File: src/rtl/rdm_pkg.sv
// ----------------------------------------------------------------------------
// rdm_pkg
// Types and constants shared by the RDM frame checker modules.
// ----------------------------------------------------------------------------
`default_nettype none

package rdm_pkg;

    typedef enum logic [2:0] {
        PH_IDLE,
        PH_STD,
        PH_CS_HI,
        PH_CS_LO,
        PH_PRE,
        PH_DISC
    } phase_t;

    typedef enum logic [1:0] {
        VERD_INVALID,
        VERD_STD,
        VERD_DISC
    } verdict_t;

    typedef struct packed {
        logic [7:0] data_byte;
        logic       frame_start;
        logic       frame_end;
    } rdm_beat_t;

    typedef struct packed {
        logic        packet_valid;
        logic        packet_kind;
        logic [7:0]  message_length;
        logic [47:0] dst_uid;
        logic [47:0] src_uid;
        logic [7:0]  transaction_number;
        logic [7:0]  port_or_response;
        logic [7:0]  queued_msgs;
        logic [15:0] subdev_id;
        logic [7:0]  command_class;
        logic [15:0] parameter_id;
        logic [7:0]  pd_length;
    } rdm_result_t;

    localparam logic [7:0]  START_CODE      = 8'hCC;
    localparam logic [7:0]  SUB_START_CODE  = 8'h01;
    localparam logic [7:0]  DISC_DELIM      = 8'hAA;
    localparam logic [7:0]  DISC_PREAMBLE   = 8'hFE;
    localparam logic [7:0]  MIN_MSG_LEN     = 8'd24;

    localparam logic [7:0]  IDX_SUB_START   = 8'd1;
    localparam logic [7:0]  IDX_LEN         = 8'd2;
    localparam logic [7:0]  IDX_DEST_FIRST  = 8'd3;
    localparam logic [7:0]  IDX_DEST_LAST   = 8'd8;
    localparam logic [7:0]  IDX_SRC_FIRST   = 8'd9;
    localparam logic [7:0]  IDX_SRC_LAST    = 8'd14;
    localparam logic [7:0]  IDX_HDR_FIRST   = 8'd15;
    localparam logic [7:0]  IDX_HDR_LAST    = 8'd22;
    localparam logic [7:0]  IDX_PD_LEN      = 8'd23;

    localparam logic [7:0]  DISC_ENC_BYTES  = 8'd12;
    localparam logic [7:0]  DISC_LAST_IDX   = 8'd15;

    localparam logic [47:0] DISC_DST_UID    = 48'hFFFF_FFFF_FFFF;
    localparam logic [7:0]  DISC_RESP_ACK   = 8'h00;
    localparam logic [7:0]  DISC_CMD_CLASS  = 8'h11;
    localparam logic [15:0] DISC_PID        = 16'h0001;

endpackage

`default_nettype wire

File: src/rtl/rdm_in_stage.sv
// ----------------------------------------------------------------------------
// rdm_in_stage
// Input register: holds one received beat until the parser takes it.
// ----------------------------------------------------------------------------
`default_nettype none

module rdm_in_stage (
    input  wire logic              aclk,
    input  wire logic              aresetn,
    input  wire logic              s_valid,
    output logic                   s_ready,
    input  wire logic [7:0]        s_data_byte,
    input  wire logic              s_frame_start,
    input  wire logic              s_frame_end,
    output logic                   beat_valid,
    output rdm_pkg::rdm_beat_t     beat,
    input  wire logic              beat_take
);
    import rdm_pkg::*;

    logic      valid_reg;
    logic      valid_next;
    rdm_beat_t beat_reg;

    assign s_ready = !valid_reg || beat_take;

    always_comb begin
        valid_next = valid_reg;
        if (s_ready) begin
            valid_next = s_valid;
        end
    end

    always_ff @(posedge aclk) begin
        if (!aresetn) begin
            valid_reg <= 1'b0;
        end else begin
            valid_reg <= valid_next;
        end
    end

    always_ff @(posedge aclk) begin
        if (s_valid && s_ready) begin
            beat_reg.data_byte   <= s_data_byte;
            beat_reg.frame_start <= s_frame_start;
            beat_reg.frame_end   <= s_frame_end;
        end
    end

    assign beat_valid = valid_reg;
    assign beat       = beat_reg;

endmodule

`default_nettype wire

File: src/rtl/rdm_frame_fsm.sv
// ----------------------------------------------------------------------------
// rdm_frame_fsm
// Frame parser: phase machine, header capture, checksums and verdict.
// ----------------------------------------------------------------------------
`default_nettype none

module rdm_frame_fsm #(
    parameter int MAX_PREAMBLE = 7
) (
    input  wire logic              aclk,
    input  wire logic              aresetn,
    input  wire logic              fire,
    input  wire rdm_pkg::rdm_beat_t beat,
    output logic                   res_valid,
    output rdm_pkg::rdm_result_t   res
);
    import rdm_pkg::*;

    localparam logic [8:0] MAX_PRE = 9'(MAX_PREAMBLE);

    phase_t      phase_reg, phase_next;
    logic [7:0]  idx_reg, idx_next;
    logic [15:0] sum_reg, sum_next;
    logic [15:0] rsum_reg, rsum_next;
    logic [7:0]  held_reg, held_next;
    logic [47:0] dest_reg, dest_next;
    logic [47:0] src_reg, src_next;
    logic [63:0] hdr_reg, hdr_next;
    logic [7:0]  pdl_reg, pdl_next;
    logic [7:0]  len_reg, len_next;

    logic [7:0]  b;
    logic [8:0]  idx_inc;
    logic [7:0]  len_cur;
    logic        std_to_cs;
    logic [7:0]  and_byte;
    logic [15:0] disc_rsum;
    logic        emit;
    logic        chk_end;
    verdict_t    verdict;

    assign b         = beat.data_byte;
    assign idx_inc   = {1'b0, idx_reg} + 9'd1;
    assign len_cur   = (idx_reg == IDX_LEN) ? b : len_reg;
    assign std_to_cs = (idx_reg >= IDX_LEN) && (idx_inc == {1'b0, len_cur});
    assign and_byte  = held_reg & b;
    assign disc_rsum = {rsum_reg[7:0], and_byte};

    // phase and verdict
    always_comb begin
        phase_next = phase_reg;
        emit       = 1'b0;
        chk_end    = 1'b0;
        verdict    = VERD_INVALID;
        if (fire) begin
            if (beat.frame_start) begin
                chk_end = 1'b1;
                if (b == START_CODE) begin
                    phase_next = PH_STD;
                end else if (b == DISC_DELIM) begin
                    phase_next = PH_DISC;
                end else if (b == DISC_PREAMBLE) begin
                    phase_next = PH_PRE;
                    if (9'd1 > MAX_PRE) begin
                        emit = 1'b1;
                    end
                end else begin
                    emit = 1'b1;
                end
            end else begin
                unique case (phase_reg)
                    PH_STD: begin
                        chk_end = 1'b1;
                        if (idx_reg == IDX_SUB_START && b != SUB_START_CODE) begin
                            emit = 1'b1;
                        end else if (idx_reg == IDX_LEN && b < MIN_MSG_LEN) begin
                            emit = 1'b1;
                        end else if (std_to_cs) begin
                            phase_next = PH_CS_HI;
                        end
                    end
                    PH_CS_HI: begin
                        chk_end    = 1'b1;
                        phase_next = PH_CS_LO;
                    end
                    PH_CS_LO: begin
                        emit = 1'b1;
                        if ({rsum_reg[15:8], b} == sum_reg) begin
                            verdict = VERD_STD;
                        end
                    end
                    PH_PRE: begin
                        chk_end = 1'b1;
                        if (b == DISC_DELIM) begin
                            phase_next = PH_DISC;
                        end else if (idx_inc > MAX_PRE) begin
                            emit = 1'b1;
                        end
                    end
                    PH_DISC: begin
                        chk_end = 1'b1;
                        if (idx_reg >= DISC_LAST_IDX) begin
                            emit = 1'b1;
                            if (disc_rsum == sum_reg) begin
                                verdict = VERD_DISC;
                            end
                        end
                    end
                    default: begin
                    end
                endcase
            end
            if (chk_end && !emit && beat.frame_end) begin
                emit    = 1'b1;
                verdict = VERD_INVALID;
            end
            if (emit) begin
                phase_next = PH_IDLE;
            end
        end
    end

    // header and checksum datapath
    always_comb begin
        idx_next  = idx_reg;
        sum_next  = sum_reg;
        rsum_next = rsum_reg;
        held_next = held_reg;
        dest_next = dest_reg;
        src_next  = src_reg;
        hdr_next  = hdr_reg;
        pdl_next  = pdl_reg;
        len_next  = len_reg;
        if (fire) begin
            if (beat.frame_start) begin
                idx_next  = '0;
                sum_next  = '0;
                rsum_next = '0;
                held_next = '0;
                dest_next = '0;
                src_next  = '0;
                hdr_next  = '0;
                pdl_next  = '0;
                len_next  = '0;
                if (b == START_CODE) begin
                    idx_next = 8'd1;
                    sum_next = {8'h00, b};
                end else if (b == DISC_PREAMBLE) begin
                    idx_next = 8'd1;
                end
            end else begin
                unique case (phase_reg)
                    PH_STD: begin
                        sum_next = sum_reg + {8'h00, b};
                        if (idx_reg == IDX_LEN) begin
                            len_next = b;
                        end else if (idx_reg >= IDX_DEST_FIRST && idx_reg <= IDX_DEST_LAST) begin
                            dest_next = {dest_reg[39:0], b};
                        end else if (idx_reg >= IDX_SRC_FIRST && idx_reg <= IDX_SRC_LAST) begin
                            src_next = {src_reg[39:0], b};
                        end else if (idx_reg >= IDX_HDR_FIRST && idx_reg <= IDX_HDR_LAST) begin
                            hdr_next = {hdr_reg[55:0], b};
                        end else if (idx_reg == IDX_PD_LEN) begin
                            pdl_next = b;
                        end
                        if (!std_to_cs) begin
                            idx_next = idx_inc[7:0];
                        end
                    end
                    PH_CS_HI: begin
                        rsum_next = {b, 8'h00};
                    end
                    PH_CS_LO: begin
                        rsum_next = {rsum_reg[15:8], b};
                    end
                    PH_PRE: begin
                        if (b == DISC_DELIM) begin
                            idx_next = '0;
                        end else begin
                            idx_next = idx_inc[7:0];
                        end
                    end
                    PH_DISC: begin
                        if (idx_reg < DISC_ENC_BYTES) begin
                            sum_next = sum_reg + {8'h00, b};
                        end
                        if (!idx_reg[0]) begin
                            held_next = b;
                        end else if (idx_reg < DISC_ENC_BYTES) begin
                            src_next = {src_reg[39:0], and_byte};
                        end else begin
                            rsum_next = disc_rsum;
                        end
                        idx_next = idx_inc[7:0];
                    end
                    default: begin
                    end
                endcase
            end
        end
    end

    // result fields
    always_comb begin
        res = '0;
        unique case (verdict)
            VERD_STD: begin
                res.packet_valid       = 1'b1;
                res.packet_kind        = 1'b0;
                res.message_length     = len_reg;
                res.dst_uid            = dest_reg;
                res.src_uid            = src_reg;
                res.transaction_number = hdr_reg[63:56];
                res.port_or_response   = hdr_reg[55:48];
                res.queued_msgs        = hdr_reg[47:40];
                res.subdev_id          = hdr_reg[39:24];
                res.command_class      = hdr_reg[23:16];
                res.parameter_id       = hdr_reg[15:0];
                res.pd_length          = pdl_reg;
            end
            VERD_DISC: begin
                res.packet_valid     = 1'b1;
                res.packet_kind      = 1'b1;
                res.dst_uid          = DISC_DST_UID;
                res.src_uid          = src_reg;
                res.port_or_response = DISC_RESP_ACK;
                res.command_class    = DISC_CMD_CLASS;
                res.parameter_id     = DISC_PID;
            end
            default: begin
            end
        endcase
    end

    assign res_valid = emit;

    always_ff @(posedge aclk) begin
        if (!aresetn) begin
            phase_reg <= PH_IDLE;
        end else begin
            phase_reg <= phase_next;
        end
    end

    always_ff @(posedge aclk) begin
        idx_reg  <= idx_next;
        sum_reg  <= sum_next;
        rsum_reg <= rsum_next;
        held_reg <= held_next;
        dest_reg <= dest_next;
        src_reg  <= src_next;
        hdr_reg  <= hdr_next;
        pdl_reg  <= pdl_next;
        len_reg  <= len_next;
    end

endmodule

`default_nettype wire

File: src/rtl/rdm_out_stage.sv
// ----------------------------------------------------------------------------
// rdm_out_stage
// Result register: holds one verdict until the consumer takes it.
// ----------------------------------------------------------------------------
`default_nettype none

module rdm_out_stage (
    input  wire logic                 aclk,
    input  wire logic                 aresetn,
    input  wire logic                 res_valid,
    input  wire rdm_pkg::rdm_result_t res,
    output logic                      res_ready,
    output logic                      m_valid,
    input  wire logic                 m_ready,
    output rdm_pkg::rdm_result_t      m_res
);
    import rdm_pkg::*;

    logic        valid_reg;
    logic        valid_next;
    rdm_result_t res_reg;

    assign res_ready = !valid_reg || m_ready;

    always_comb begin
        valid_next = valid_reg;
        if (res_ready) begin
            valid_next = res_valid;
        end
    end

    always_ff @(posedge aclk) begin
        if (!aresetn) begin
            valid_reg <= 1'b0;
        end else begin
            valid_reg <= valid_next;
        end
    end

    always_ff @(posedge aclk) begin
        if (res_valid && res_ready) begin
            res_reg <= res;
        end
    end

    assign m_valid = valid_reg;
    assign m_res   = res_reg;

endmodule

`default_nettype wire

File: src/rtl/rdm_packet_header_parser.sv
// path: the deciding beat is held in the input register, then its verdict in the result register
// throughput: one beat per cycle, sustained while the result side keeps up
// the rate is set by the single input register and single result register
// reset: synchronous active-low aresetn; parser returns to idle, both stages empty
// ----------------------------------------------------------------------------
// rdm_packet_header_parser
// Byte-wise RDM frame checker with header field extraction.
// ----------------------------------------------------------------------------
`default_nettype none

module rdm_packet_header_parser #(
    parameter int MAX_PREAMBLE = 7
) (
    input  wire logic        aclk,
    input  wire logic        aresetn,
    input  wire logic        s_valid,
    output logic             s_ready,
    input  wire logic [7:0]  s_data_byte,
    input  wire logic        s_frame_start,
    input  wire logic        s_frame_end,
    output logic             m_valid,
    input  wire logic        m_ready,
    output logic             m_packet_valid,
    output logic             m_packet_kind,
    output logic [7:0]       m_message_length,
    output logic [47:0]      m_dst_uid,
    output logic [47:0]      m_src_uid,
    output logic [7:0]       m_transaction_number,
    output logic [7:0]       m_port_or_response,
    output logic [7:0]       m_queued_msgs,
    output logic [15:0]      m_subdev_id,
    output logic [7:0]       m_command_class,
    output logic [15:0]      m_parameter_id,
    output logic [7:0]       m_pd_length
);
    import rdm_pkg::*;

    logic        beat_valid;
    rdm_beat_t   beat;
    logic        res_ready;
    logic        fire;
    logic        res_valid;
    rdm_result_t res;
    rdm_result_t m_res;

    assign fire = beat_valid && res_ready;

    rdm_in_stage u_in (
        .aclk          (aclk),
        .aresetn       (aresetn),
        .s_valid       (s_valid),
        .s_ready       (s_ready),
        .s_data_byte   (s_data_byte),
        .s_frame_start (s_frame_start),
        .s_frame_end   (s_frame_end),
        .beat_valid    (beat_valid),
        .beat          (beat),
        .beat_take     (fire)
    );

    rdm_frame_fsm #(
        .MAX_PREAMBLE (MAX_PREAMBLE)
    ) u_fsm (
        .aclk      (aclk),
        .aresetn   (aresetn),
        .fire      (fire),
        .beat      (beat),
        .res_valid (res_valid),
        .res       (res)
    );

    rdm_out_stage u_out (
        .aclk      (aclk),
        .aresetn   (aresetn),
        .res_valid (res_valid),
        .res       (res),
        .res_ready (res_ready),
        .m_valid   (m_valid),
        .m_ready   (m_ready),
        .m_res     (m_res)
    );

    assign m_packet_valid       = m_res.packet_valid;
    assign m_packet_kind        = m_res.packet_kind;
    assign m_message_length     = m_res.message_length;
    assign m_dst_uid            = m_res.dst_uid;
    assign m_src_uid            = m_res.src_uid;
    assign m_transaction_number = m_res.transaction_number;
    assign m_port_or_response   = m_res.port_or_response;
    assign m_queued_msgs        = m_res.queued_msgs;
    assign m_subdev_id          = m_res.subdev_id;
    assign m_command_class      = m_res.command_class;
    assign m_parameter_id       = m_res.parameter_id;
    assign m_pd_length          = m_res.pd_length;

endmodule

`default_nettype wire

File: config.mk
export PLATFORM = sky130hd
export DESIGN_NAME = rdm_packet_header_parser
export DESIGN_NICKNAME = d
export VERILOG_FILES = /design/src/rtl/rdm_pkg.sv /design/src/rtl/rdm_in_stage.sv /design/src/rtl/rdm_frame_fsm.sv /design/src/rtl/rdm_out_stage.sv /design/src/rtl/rdm_packet_header_parser.sv
export SDC_FILE = /design/constraint.sdc
export NUM_CORES = 1
export LEC_CHECK = 0
export BUFFER_PORTS_ARGS = -buffer_cell sky130_fd_sc_hd__buf_4
export CAP_MARGIN = 20
export CORE_AREA = 2 2 153 266
export DETAILED_ROUTE_END_ITERATION = 8
export DIE_AREA = 0 0 155 268
export MAX_ROUTING_LAYER = met4
export PLACE_DENSITY = 0.63
export SLEW_MARGIN = 25
export SYNTH_ARGS = -nofsm -noshare
export SYNTH_HDL_FRONTEND = slang
export SYNTH_HIERARCHICAL = 1
export SYNTH_SLANG_ARGS = --single-unit
File: constraint.sdc
create_clock -name aclk -period 6.2 [get_ports aclk]
set_clock_uncertainty 0.05 [all_clocks]
set_input_delay 0.62 -clock aclk [delete_from_list [all_inputs] [get_ports aclk]]
set_output_delay 0.62 -clock aclk [all_outputs]
set_load 0.05 [all_outputs]
==> results.ini, run 1 <==
[power]
leakage_nw=7.49
cellPowerDensity_mw_per_mm2=304
vdd_drop_max_v=0.000218

[die]
start_util=0.446
die_h_um=268
rows=96
fp.dieW_um=155
io-pin-count=194
core-area_mm2=0.0393
dieArea_mm2=0.0415

[yosys]
ys_dominant_reg_cell=edfxtp_1
synth_top_area_frac=0.707
synth_area_leaders=edfxtp_1, nor2b_1, and2_1
ys_ff_latch=417
syn_avg_cell_area_um2=14.0
async_reset_ff_frac=0
yosysWarnings=6
syn_nets=1278
yosysTopAreaCell=edfxtp_1
synth_edf_count=412
synth_area_mm2=0.0175
synthesis.instances=1248
synth-seq-area-share=0.713
yosysUniqueCellTypes=63

[grt]
use_met3=0.0218
grt_overflow=0
busiest_layer=met2
grt_pass1_vias=10100
grt_first_pass_wirelength_um=57100
use_met1=0.205
grt_max_degree=199
gr-usage-met2=0.331
antenna_found_initial=0
grtUsageTotal=0.186

[sta]
max_freq_mhz=235
tightest_slew_ps=1000
period_minus_slack_ps=4260
slew_headroom=0.331
final.setup.tns_ps=0
setup-violations-final=0
fin_crit_sh=0.687
rsz0062_at_grt=false
drv_slew=0
final-hold-violation-count=0
setup_ws_ps=1940

[cts]
ctsLongestPathBuffers=3
cts_inserted_buffers=39
cts-resized-gates=0
holdBufCountCts=0
cts.sinks=417
cts_root_buf=clkbuf_16
clock_latency_ps=540
cts_setup_buffers=0
htree_levels=2
clkTransAtPathRegs_ps=60
cts_tree=yes

[placement]
placement.io_buffers=193
gp_congestion=0.903
pre_cts_ws_ps=1820
dp_hpwl_um=24800

[final_layout]
fin_nets=1453
mostFrequentLayoutCell=edfxtp_1
final_cell_mix=edfxtp_1, buf_4, nor2b_1
syn2layout_area_growth_pct=18.6
drive_above_1_share=0.199
diodes=0
largest_reg_flops=178
fin_util=0.528

[drt]
drt.antenna.violating_nets=0
dr.pass1.iters=5
vias=10200
routed_wl_um=38000
viasPerCell=5.25
first_iter_violations=744
routedWlPerCell_um=19.6
drc=0

[outcome]
status=finished clean

[worst_setup_path]
crit_required_ps=6540
path_max_fanout=72
worst_ep_arrival_time_ps=4610
cp-end-kind=flop
worst-setup-path-type=flop to flop
critPathLaunchType=flop

[run]
cap_viol_max_count=0

[worst_hold_path]
min-delay-path-class=primary input to flop

==> metal layers <==
metal	wire, um	share of wire	vias to the layer above
met5	0	0	-
li1	-	-	4838
met3	1390	0.037	86
met1	14600	0.38	4987
met4	1880	0.049	0
met2	20100	0.53	268
==> metrics by stage <==
step | std cells | area, um^2 | hold WS [ps] | total power, mW
2_1_floorplan | 1248 | 17500 | 445 | 3.79
3_3_place_gp | 1871 | 19500 | 446 | 4.00
3_5_place_dp | 1872 | 19500 | 454 | 4.01
4_1_cts | 1939 | 20800 | 186 | 6.39
5_1_grt | 1939 | 20800 | 192 | 6.53
6_report | 1939 | 20800 | 211 | 6.32
==> synthesized netlist by cell type, drive strengths merged, types with 12 or more instances <==
library cell,number
edfxtp,412
nor2b,198
and2,83
nor2,68
clkbuf,63
a21o,58
nand2,51
a21oi,41
o21ai,27
xnor2,25
inv,21
nand3,17
o21a,16
ha,15
nor3,15
buf,12
==> logic make-up (layout without fill, tap and decap cells) <==
group / count (synthesis) / count (layout) / synth area share
fa+ha+maj: 16 / 16 / 0.0119
mux: 1 / 1 / 0.000572
xor+xnor: 36 / 36 / 0.0180
simple gates: 494 / 494 / 0.162
flops: 417 / 417 / 0.713
buf+inv: 97 / 298 / 0.0219
compound gates: 187 / 187 / 0.0731
==> layout make-up <==
cell class                 instances  area, um^2
fill                            3282       18500
sequential                       417       12500
multi-input combinational        734        4700
timing repair buffer             209        1630
clock buffer                      46        1020
tap                              490         613
clock inverter                    21         239
inverter                          22        82.6
==> path summary, 6_finish.rpt <==
path         cells after the start                           end                    startpoint  slack, ps
max                              8    u_out/m_res[128]$_DFFE_PP_        u_in/beat[7]$_DFFE_PP_       1940
min                              1        u_in/beat[1]$_DFFE_PP_                 s_frame_start        210
max reg2reg                      8    u_out/m_res[128]$_DFFE_PP_        u_in/beat[7]$_DFFE_PP_       1940
min reg2reg                      2  u_in/beat_valid$_SDFFE_PN0P_  u_in/beat_valid$_SDFFE_PN0P_        450
==> critical path, stage by stage, from the launching register on <==
cell and delay, ps:
edfxtp_1 640, ha_1 430, nor4_1 490, nand3_1 140, nor3_1 300, ha_2 840, nor2b_4 320, buf_4 630
a21o_1 220
==> power by group <==
| group | internal [mW] | total (mW) | leakage, nW | switching, mW |
|---|---|---|---|---|
| Sequential | 3.24 | 3.31 | 3.74 | 0.0717 |
| Combinational | 0.177 | 0.634 | 3.15 | 0.458 |
| Clock | 1.36 | 2.38 | 0.608 | 1.02 |
| Total | 4.77 | 6.32 | 7.49 | 1.55 |
Note: power is estimated with default switching activity, not from simulation.
==> inputs of run 2 (changes only) <==
- PLACE_DENSITY: 0.63 -> 0.66
- clock period: 6.2 -> 3.4 ns (I/O delays scaled with it)
==> run 2 against run 1 <==
Effect of this change:
- non-clock buffer count grew 65
- routed wire length grew 8.1%
- count of clock-buffer cells in the layout is the same
- sequential share of layout area shrank 2.1 points
- cell area grew 3.6%
- core utilization grew 1.9 points
==> results.ini, run 2 (synthesis gave the netlist of run 1 again) <==
[outcome]
status=finished clean

[worst_hold_path]
min-delay-path-class=primary input to flop
worstHoldPathCells=2

[placement]
placement.io_buffers=193
dp_cells=1918
dp_hpwl_um=27800
gp_congestion=0.947
place_area_mm2=0.0200

[sta]
rsz0062_at_grt=true
fin_crit_sh=0.964
whs_ps=27.4
final-hold-violation-count=0
tightest_slew_ps=1060
slew_headroom=0.295
period_minus_slack_ps=3280
drv_slew=0
setup-violations-final=0
max_freq_mhz=305

[final_layout]
final_cell_mix=edfxtp_1, buf_4, nor2b_1
syn2layout_area_growth_pct=22.9
nFillCells=3190
final_cell_area_mm2=0.0215
layoutNonFillerInstCount=2006
largest_reg_flops=178
drive_above_1_share=0.234
mostFrequentLayoutCell=edfxtp_1
diodes=0
fin_nets=1517

[drt]
routed_wl_um=41100
dr.pass1.iters=5
drt.antenna.violating_nets=0
routedWlPerCell_um=20.5
viasPerCell=5.24
drc=0
first_iter_violations=615
vias=10500

[power]
leakage_nw=7.87
vdd_drop_max_v=0.000318
cellPowerDensity_mw_per_mm2=545

[grt]
grt_overflow=0
grt_first_pass_wirelength_um=61200
antenna_found_initial=0
grt_max_degree=199
grtUsageTotal=0.201
grt_pass1_vias=10700

[run]
cap_viol_max_count=0

[die]
dieArea_mm2=0.0415
io-pin-count=194
start_util=0.446
die_h_um=268
fp.dieW_um=155
core-area_mm2=0.0393
rows=96

[worst_setup_path]
cp-end-kind=flop
path_max_fanout=27
worst_ep_arrival_time_ps=3500
worst-setup-path-type=flop to flop
critPathLaunchType=flop
rr_worst_depth=12
crit_required_ps=3630

[cts]
cts.sinks=417
clkTransAtPathRegs_ps=70
htree_levels=2
cts_tree=yes
cts_root_buf=clkbuf_16
clock_latency_ps=540
cts_inserted_buffers=38
ctsLongestPathBuffers=3

[run 2: stage by stage]
step                utilization  setup WS (ps)  setup TNS, ps  total power, mW
floorplan                     -           -389         -69320             6.91
global placement          0.508          -8.15           -244             7.35
detailed placement        0.508          -10.3           -336             7.36
CTS                       0.544           15.9              0             11.8
global route              0.548          -29.3          -1050             12.1
finish                    0.548            124              0             11.7
[run 2: critical path: stages (launching register included)]
cell       delay [ps]
edfxtp_1          450
buf_4             160
ha_2              310
nand3_1           260
nor4b_1           350
o32ai_1           150
o31ai_2           220
a221oi_2          100
or2_4             280
and2_4            160
and2_4            150
buf_12            140
clkbuf_16         210
[run 2: area by class of cell]
cell class                      instances  area (um^2)  area share
Tap cell                              490          613      0.0285
Clock buffer                           46         1000      0.0466
Multi-Input combinational cell        734         4750       0.221
Clock inverter                         23          288      0.0134
Inverter                               22         82.6     0.00384
Timing Repair Buffer                  274         2300       0.107
Sequential cell                       417        12500       0.580
[run 2: repair_timing]
item / in CTS / in global routing
resized for setup: 0 / 5
buffers inserted: 2 / 4
hold endpoints to repair: 11 / 0
hold buffers: 11 / 0
gates cloned: 0 / 2
setup endpoints to repair: 112 / 226
[run 2: where the power goes]
group	total, mW	leakage, nW	switching [mW]	internal [mW]
Sequential	6.01	3.74	0.116	5.90
Combinational	1.26	3.51	0.880	0.385
Clock	4.45	0.615	1.87	2.58
[run 2: layer usage]
metal  GRT usage  routed length [um]
met3      0.0290                1750
met4       0.120                2510
met2       0.360               22100
met1       0.207               14700
met5           -                   0
[run 2: worst paths after layout]
path                                              startpoint                            to  slack, ps
worst max register to register    u_fsm/idx_reg[0]$_DFFE_PP_    u_out/m_res[132]$_DFFE_PP_        120
worst min-delay path                                 aresetn  u_in/beat_valid$_SDFFE_PN0P_         30
worst min register to register  u_in/beat_valid$_SDFFE_PN0P_  u_in/beat_valid$_SDFFE_PN0P_        450
worst max-delay path              u_fsm/idx_reg[0]$_DFFE_PP_    u_out/m_res[132]$_DFFE_PP_        120
